### config.mk
export PLATFORM = sky130hd
export DESIGN_NAME = newton_square_root
export DESIGN_NICKNAME = d
export VERILOG_FILES = /design/src/nsr_pkg.sv /design/src/newton_square_root.sv
export SDC_FILE = /design/constraint.sdc
export NUM_CORES = 2
export LEC_CHECK = 0
export BUFFER_PORTS_ARGS = -buffer_cell sky130_fd_sc_hd__buf_2
export CORE_MARGIN = 4
export CORE_UTILIZATION = 54
export CTS_CLUSTER_DIAMETER = 40
export CTS_CLUSTER_SIZE = 28
export DETAILED_ROUTE_END_ITERATION = 7
export GPL_ROUTABILITY_DRIVEN = 0
export HOLD_SLACK_MARGIN = 0.02
export MAX_ROUTING_LAYER = met4
export PLACE_DENSITY = 0.72
export RECOVER_POWER = 25
export SYNTH_ARGS = -nofsm -noshare
export SYNTH_HDL_FRONTEND = slang
export SYNTH_SLANG_ARGS = --single-unit
export TNS_END_PERCENT = 1
### constraint.sdc
create_clock -name clk -period 40.1 [get_ports clk]
set_input_delay 4.01 -clock clk [delete_from_list [all_inputs] [get_ports clk]]
set_output_delay 4.01 -clock clk [all_outputs]
set_load 0.05 [all_outputs]
### src/nsr_pkg.sv
// Shared constants, types and state encoding for the Newton square root block.
package nsr_pkg;

  localparam int FRACTION_BITS  = 32;
  localparam int MAX_ITERATIONS = 64;

  localparam int VAL_W  = 64;
  localparam int ROOT_W = 63;
  localparam int TOL_W  = 63;

  localparam int DIVD_W = ROOT_W + FRACTION_BITS;
  localparam int CNT_W  = $clog2(DIVD_W);
  localparam int ITER_W = $clog2(MAX_ITERATIONS);

  localparam logic [TOL_W-1:0] TOL_RESET = TOL_W'(430);
  localparam logic [VAL_W-1:0] ONE_VAL   = VAL_W'(1) << FRACTION_BITS;

  typedef enum logic [2:0] {
    ST_IDLE,
    ST_DIV,
    ST_UPD,
    ST_CHK,
    ST_DONE
  } nsr_state_t;

endpackage

### src/newton_square_root.sv
// Top level: fixed-point Newton-Raphson square root with a shared bit-serial divider.
//
//  channel | direction | handshake            | payload
//  --------+-----------+----------------------+-------------------------------------------
//  in_     | slave     | in_tvalid/in_tready  | tdata[63:0] value (signed Q31.32)
//  out_    | master    | out_tvalid/out_tready| tdata[62:0] root, [63] zero; tuser[0] invalid,
//          |           |                      | tuser[1] capped
//  cfg_    | slave     | cfg_valid/cfg_ready  | cfg_data[62:0] tolerance (Q31.32)
//
// Negative, zero and one values go straight to the final state. Otherwise each Newton step
// shifts all DIVD_W dividend bits through the divider, then does one update and one
// convergence check; an item takes at most MAX_ITERATIONS steps. The restoring
// divider retires one quotient bit a cycle.
// Reset clears control state and loads the tolerance with 430 (about 1e-7).
// in_tready is high only while idle; a finished result waits in the output register,
// and the block stalls in its final state only if a previous result is still unclaimed.
module newton_square_root (
  input  logic                       clk,
  input  logic                       rst_n,
  // in_tdata: [63:0] value
  input  logic                       in_tvalid,
  output logic                       in_tready,
  input  logic [nsr_pkg::VAL_W-1:0]  in_tdata,
  // out_tdata: [62:0] root, [63] zero fill
  output logic                       out_tvalid,
  input  logic                       out_tready,
  output logic [63:0]                out_tdata,
  // out_tuser: [0] invalid, [1] capped
  output logic [1:0]                 out_tuser,
  input  logic                       cfg_valid,
  output logic                       cfg_ready,
  input  logic [nsr_pkg::TOL_W-1:0]  cfg_data
);

  localparam int ROOT_W = nsr_pkg::ROOT_W;
  localparam int DIVD_W = nsr_pkg::DIVD_W;
  localparam int CNT_W  = nsr_pkg::CNT_W;
  localparam int ITER_W = nsr_pkg::ITER_W;

  nsr_pkg::nsr_state_t state_r, state_nxt;

  logic [nsr_pkg::TOL_W-1:0] tol_r;
  logic [ROOT_W-1:0]         val_r, val_nxt;     // radicand, known non-negative
  logic [ROOT_W-1:0]         last_r, last_nxt;   // current guess, also the divisor
  logic [ROOT_W-1:0]         next_r, next_nxt;   // freshly formed guess
  logic [DIVD_W-1:0]         divd_r, divd_nxt;   // dividend bits still to shift in
  logic [63:0]               rem_r, rem_nxt;
  logic [63:0]               quo_r, quo_nxt;
  logic                      ovf_r, ovf_nxt;     // a quotient bit fell off the top
  logic [CNT_W-1:0]          bitcnt_r, bitcnt_nxt;
  logic [ITER_W-1:0]         iter_r, iter_nxt;
  logic [ROOT_W-1:0]         res_root_r, res_root_nxt;
  logic                      res_inv_r, res_inv_nxt;
  logic                      res_cap_r, res_cap_nxt;
  logic                      out_valid_r, out_valid_nxt;
  logic [ROOT_W-1:0]         out_root_r, out_root_nxt;
  logic                      out_inv_r, out_inv_nxt;
  logic                      out_cap_r, out_cap_nxt;

  // Divider step: shift one dividend bit into the remainder, subtract when it fits.
  logic [63:0] rem_sh;
  logic [64:0] rem_sub;
  logic        rem_ge;
  // Guess update and convergence check.
  logic [63:0]       q_sat;
  logic [63:0]       guess_sum;
  logic [ROOT_W-1:0] guess_diff;
  logic              in_xfer;

  assign rem_sh  = {rem_r[62:0], divd_r[DIVD_W-1]};
  assign rem_sub = {1'b0, rem_sh} - {2'b00, last_r};
  assign rem_ge  = ~rem_sub[64];

  assign q_sat     = ovf_r ? '1 : quo_r;
  assign guess_sum = {2'b00, last_r[ROOT_W-1:1]} + {1'b0, q_sat[63:1]}
                   + 64'(last_r[0] & q_sat[0]);
  assign guess_diff = (next_r > last_r) ? (next_r - last_r) : (last_r - next_r);

  assign in_tready = (state_r == nsr_pkg::ST_IDLE);
  assign in_xfer   = in_tvalid & in_tready;
  assign cfg_ready = 1'b1;

  assign out_tvalid = out_valid_r;
  assign out_tdata  = {1'b0, out_root_r};
  assign out_tuser  = {out_cap_r, out_inv_r};

  always_comb begin
    state_nxt     = state_r;
    val_nxt       = val_r;
    last_nxt      = last_r;
    next_nxt      = next_r;
    divd_nxt      = divd_r;
    rem_nxt       = rem_r;
    quo_nxt       = quo_r;
    ovf_nxt       = ovf_r;
    bitcnt_nxt    = bitcnt_r;
    iter_nxt      = iter_r;
    res_root_nxt  = res_root_r;
    res_inv_nxt   = res_inv_r;
    res_cap_nxt   = res_cap_r;
    out_valid_nxt = out_valid_r;
    out_root_nxt  = out_root_r;
    out_inv_nxt   = out_inv_r;
    out_cap_nxt   = out_cap_r;

    // Drop the result once the downstream side takes the transaction.
    if (out_valid_r && out_tready) begin
      out_valid_nxt = 1'b0;
    end

    unique case (state_r)
      nsr_pkg::ST_IDLE: begin
        if (in_xfer) begin
          res_inv_nxt  = 1'b0;
          res_cap_nxt  = 1'b0;
          res_root_nxt = in_tdata[ROOT_W-1:0];
          priority if (in_tdata[nsr_pkg::VAL_W-1]) begin
            // Negative radicand: flag it, no root.
            res_inv_nxt  = 1'b1;
            res_root_nxt = '0;
            state_nxt    = nsr_pkg::ST_DONE;
          end else if (in_tdata == '0 || in_tdata == nsr_pkg::ONE_VAL) begin
            state_nxt = nsr_pkg::ST_DONE;
          end else begin
            // First guess is the value itself; start the first division.
            val_nxt    = in_tdata[ROOT_W-1:0];
            last_nxt   = in_tdata[ROOT_W-1:0];
            divd_nxt   = {in_tdata[ROOT_W-1:0], nsr_pkg::FRACTION_BITS'(0)};
            rem_nxt    = '0;
            quo_nxt    = '0;
            ovf_nxt    = 1'b0;
            bitcnt_nxt = CNT_W'(DIVD_W - 1);
            iter_nxt   = '0;
            state_nxt  = nsr_pkg::ST_DIV;
          end
        end
      end
      nsr_pkg::ST_DIV: begin
        rem_nxt  = rem_ge ? rem_sub[63:0] : rem_sh;
        quo_nxt  = {quo_r[62:0], rem_ge};
        ovf_nxt  = ovf_r | quo_r[63];
        divd_nxt = divd_r << 1;
        if (bitcnt_r == '0) begin
          state_nxt = nsr_pkg::ST_UPD;
        end else begin
          bitcnt_nxt = bitcnt_r - CNT_W'(1);
        end
      end
      nsr_pkg::ST_UPD: begin
        // Mean of guess and quotient, saturated to the root field.
        next_nxt  = guess_sum[63] ? '1 : guess_sum[ROOT_W-1:0];
        state_nxt = nsr_pkg::ST_CHK;
      end
      nsr_pkg::ST_CHK: begin
        res_root_nxt = next_r;
        priority if (guess_diff <= tol_r) begin
          res_cap_nxt = 1'b0;
          state_nxt   = nsr_pkg::ST_DONE;
        end else if (iter_r == ITER_W'(nsr_pkg::MAX_ITERATIONS - 1)) begin
          res_cap_nxt = 1'b1;
          state_nxt   = nsr_pkg::ST_DONE;
        end else begin
          // Advance to the next Newton step with the new guess as divisor.
          last_nxt   = next_r;
          divd_nxt   = {val_r, nsr_pkg::FRACTION_BITS'(0)};
          rem_nxt    = '0;
          quo_nxt    = '0;
          ovf_nxt    = 1'b0;
          bitcnt_nxt = CNT_W'(DIVD_W - 1);
          iter_nxt   = iter_r + ITER_W'(1);
          state_nxt  = nsr_pkg::ST_DIV;
        end
      end
      nsr_pkg::ST_DONE: begin
        // Hold until the output register is free.
        if (!out_valid_r || out_tready) begin
          out_valid_nxt = 1'b1;
          out_root_nxt  = res_root_r;
          out_inv_nxt   = res_inv_r;
          out_cap_nxt   = res_cap_r;
          state_nxt     = nsr_pkg::ST_IDLE;
        end
      end
      default: begin
        state_nxt = nsr_pkg::ST_IDLE;
      end
    endcase
  end

  always_ff @(posedge clk) begin
    if (!rst_n) begin
      state_r     <= nsr_pkg::ST_IDLE;
      out_valid_r <= 1'b0;
      tol_r       <= nsr_pkg::TOL_RESET;
    end else begin
      state_r     <= state_nxt;
      out_valid_r <= out_valid_nxt;
      if (cfg_valid && cfg_ready) begin
        tol_r <= cfg_data;
      end
    end
  end

  always_ff @(posedge clk) begin
    val_r      <= val_nxt;
    last_r     <= last_nxt;
    next_r     <= next_nxt;
    divd_r     <= divd_nxt;
    rem_r      <= rem_nxt;
    quo_r      <= quo_nxt;
    ovf_r      <= ovf_nxt;
    bitcnt_r   <= bitcnt_nxt;
    iter_r     <= iter_nxt;
    res_root_r <= res_root_nxt;
    res_inv_r  <= res_inv_nxt;
    res_cap_r  <= res_cap_nxt;
    out_root_r <= out_root_nxt;
    out_inv_r  <= out_inv_nxt;
    out_cap_r  <= out_cap_nxt;
  end

endmodule

==> key figures <==
CTS
  – Clk sinks: 590
  – Setup bufs post-CTS: 0
  – Hold-fix buffers, CTS: 0
  – CTS resizes: 0
  – CTS tree: done
  – H-tree depth: 3
  – CTS clk-pin slew, worst paths: 70 ps
  – Maximum root-to-sink buffer count: 3
  – CTS root buf: clkbuf_16
  – Clk Latency, worst-skew pair: 630 ps
  – CTS Buf Count: 83

Floorplan
  – Ports: 201
  – Die Height: 277.7 µm
  – Total die area: 77100 µm²
  – FP Rows: 98
  – Initial core utilization: 0.5475
  – Core ar.: 71730 µm²
  – Die Span X: 277.7 µm

Global route
  – Overall routing resource usage: 0.3015
  – First-pass GRT wire length: 177800 µm
  – Grt total ovfl: 0
  – Met3 Use GR: 0.08500
  – Met1 Resource Use GR: 0.4332
  – Global routing's busiest layer: met1
  – Vias in the first global route: 30170
  – Met2 Track Usage GR: 0.4127
  – Initial antenna violation count: 4
  – Pin count of the biggest net entering global routing: 98

Logic synthesis
  – Syn_nets: 4643
  – Post-Synth Adder-Cell Area: 0.1029
  – Seq/Total Area, Yosys: 0.4341
  – Async set or reset register ratio after synthesis: 0
  – Mux share of post-synthesis cell area: 0.03454
  – Post-synth EDFFs: 523
  – Main combinational cell family by area after synthesis: compound AO/OA/AOI/OAI gates
  – Compound-gate portion of the synthesized area: 0.1835
  – Synth Register Bits: 590
  – Mapped cell area: 39270 µm²
  – Simple-gate share of the synthesized area: 0.1556
  – Distinct cells, synth: 82
  – Xor/xnor cell area share of the yosys netlist: 0.04059
  – Synth Warn #: 0
  – Mapped Cells: 4191
  – Syn Area/Cell: 9.370 µm²
  – Synth Flop Type: edfxtp_1

Routing
  – Final antenna-violating net count: 0
  – Via density: 6.180
  – DRT iter0 DRCs: 4093
  – Routed len/inst: 22.24 µm
  – Vias post-DR: 32690
  – Drt drc: 0
  – Total routed wirelength: 117600 µm
  – DRT Pass-1 Iters: 8

Status
  – Failing checks: max-capacitance violations, max-slew violations
  – Status: complete, but fails checks

STA
  – Worst Max-Slew Pin Slew: 3836 ps
  – Setup violations, final: 0
  – Worst slew margin: -1.557
  – Clock skew: 34.94 ps
  – Slew Viols, Final: 373
  – Post-layout min period: 8677 ps
  – RSZ-0062 raised after global routing: false
  – Final period util: 0.2164
  – Final Hold Fails: 0
  – Peak Freq: 115.2 MHz
  – Setup total negative slack: 0 ps

Setup path
  – CP Max Fanout: 70
  – CP Capture Type: register
  – Worst setup SP type: register
  – Worst Path Arrival: 8920 ps
  – Setup CP Type: register to register
  – Worst Path Required: 40350 ps

Flow run
  – Max cap viols: 5

Cells and area
  – # fillers: 5994
  – Share of cells above drive strength 1: 0.09043
  – Nets: 4719
  – Area delta synth->final: 11.03%

Placement
  – PortBufs: 198
  – Detailed Place HPWL: 87880 µm

Hold path
  – Class of the worst hold path: register to register
metal layers:
layer  vias up  part of all wire
met3       207              0.13
met5         -                 0
met2      1891              0.40
li1      15310                 -
met4         0             0.034
met1     15290              0.43
final cells by class:
class / count / area [µm²] / share of cell area
tap: 950 / 1189 / 0.02726
antenna: 4 / 10.01 / 0.0002296
multi-input combinational: 3109 / 20390 / 0.4676
timing repair buffer: 220 / 1056 / 0.02422
clock buffer: 93 / 2178 / 0.04996
sequential: 590 / 17050 / 0.3909
clock inverter: 60 / 749.5 / 0.01719
inverter: 263 / 987.2 / 0.02264
final timing paths:
path | start | to | slack [ps] | cells past startpoint
setup / recovery | last_r[57]$_DFFE_PP_ | quo_r[40]$_SDFFCE_PN0P_ | 31420 | 21
setup reg to reg | last_r[57]$_DFFE_PP_ | quo_r[40]$_SDFFCE_PN0P_ | 31420 | 21
hold / removal | res_root_r[32]$_DFFE_PP_ | out_root_r[32]$_DFFE_PP_ | 400 | 0
hold reg to reg | res_root_r[32]$_DFFE_PP_ | out_root_r[32]$_DFFE_PP_ | 400 | 0
critical path, stage by stage, from the launching register on:
cell      delay [ps]
edfxtp_1         450
inv_1            190
ha_1             610
nand4_1          430
nor4_1           920
nand4_1          280
and2_1           340
a21oi_4          210
buf_4            500
mux2i_1          390
a32oi_1          180
xnor2_1          190
ha_1             290
nand4_1           90
nor4_1           320
a221oi_1         230
o211a_1          290
nor3_1           470
a21oi_1          200
nor2_4           110
buf_4            740
buf_4            720
metrics by stage:
stage	instance area, µm²	std cells	utilization	worst slack (ps)	hold WS [ps]
2_1_floorplan	39270	4191	-	26790	400.3
3_3_place_gp	40800	5132	0.5688	31750	401.3
3_5_place_dp	40800	5132	0.5688	31670	404.5
4_1_cts	43730	5285	0.6096	31570	390.6
5_1_grt	43600	5289	0.6079	31170	420.4
6_report	43600	5289	0.6079	31420	399.3
registers in the layout, summed over array words and instances (netlist names), 3 cells and up:
| name | cells |
|---|---|
| bitcnt_r | 7 |
| rem_r | 63 |
| divd_r | 63 |
| state_r | 3 |
| iter_r | 6 |
| out_root_r | 63 |
| last_r | 63 |
| val_r | 63 |
| quo_r | 64 |
| res_root_r | 63 |
| tol_r | 63 |
| next_r | 63 |
cell usage after synthesis (20+ instances only):
| master | n | area, µm² |
|---|---|---|
| o21ai_0 | 353 | 1767 |
| edfxtp_1 | 523 | 15710 |
| a221oi_1 | 23 | 201.4 |
| nor2b_1 | 79 | 494.2 |
| nand2b_1 | 25 | 156.4 |
| a21oi_1 | 368 | 1842 |
| xor2_1 | 79 | 691.9 |
| mux2i_1 | 131 | 1311 |
| nand2_1 | 555 | 2083 |
| clkbuf_1 | 181 | 679.4 |
| inv_1 | 263 | 987.2 |
| and3_1 | 94 | 588.1 |
| dfxtp_1 | 67 | 1341 |
| nor2_1 | 199 | 747.0 |
| buf_2 | 32 | 160.2 |
| xnor2_1 | 103 | 902.1 |
| a31oi_1 | 26 | 162.7 |
| nand3_1 | 62 | 310.3 |
| o21a_1 | 20 | 150.1 |
| o21bai_1 | 53 | 397.9 |
| a211oi_1 | 24 | 180.2 |
| nor3_1 | 47 | 235.2 |
| nand4_1 | 79 | 494.2 |
| a21o_1 | 154 | 1156 |
| o211ai_1 | 29 | 217.7 |
| ha_1 | 315 | 3941 |
| or2_2 | 68 | 425.4 |
| nor4_1 | 30 | 187.7 |
placed cells by master (no fill, tap or decap), types with 10 or more instances in the layout:
master and instances:
a211oi_1 24, a21o_1 152, a21oi_1 366, a221oi_1 23
a31oi_1 26, and2_1 15, and3_1 94, buf_2 133
buf_4 17, bufinv_16 10, clkbuf_1 77, clkbuf_16 86
dfxtp_1 67, edfxtp_1 523, ha_1 315, inv_1 263
inv_6 11, mux2i_1 131, nand2_1 554, nand2b_1 25
nand3_1 62, nand4_1 79, nor2_1 195, nor2b_1 78
nor3_1 47, nor4_1 30, o211ai_1 29, o21a_1 20
o21ai_0 353, o21bai_1 53, o31ai_1 18, or2_2 68
or3_1 16, xnor2_1 103, xor2_1 79
logic make-up after synthesis:
kind of cell | Yosys count
mux | 135
flops | 590
buf+inv | 492
simple gates | 1293
xor+xnor | 182
fa+ha+maj | 320
compound gates | 1177
other cells | 2
Power is left out: the tool's default activity adds up to more than one toggle a clock period on the data nets, which glitch-free logic cannot reach.
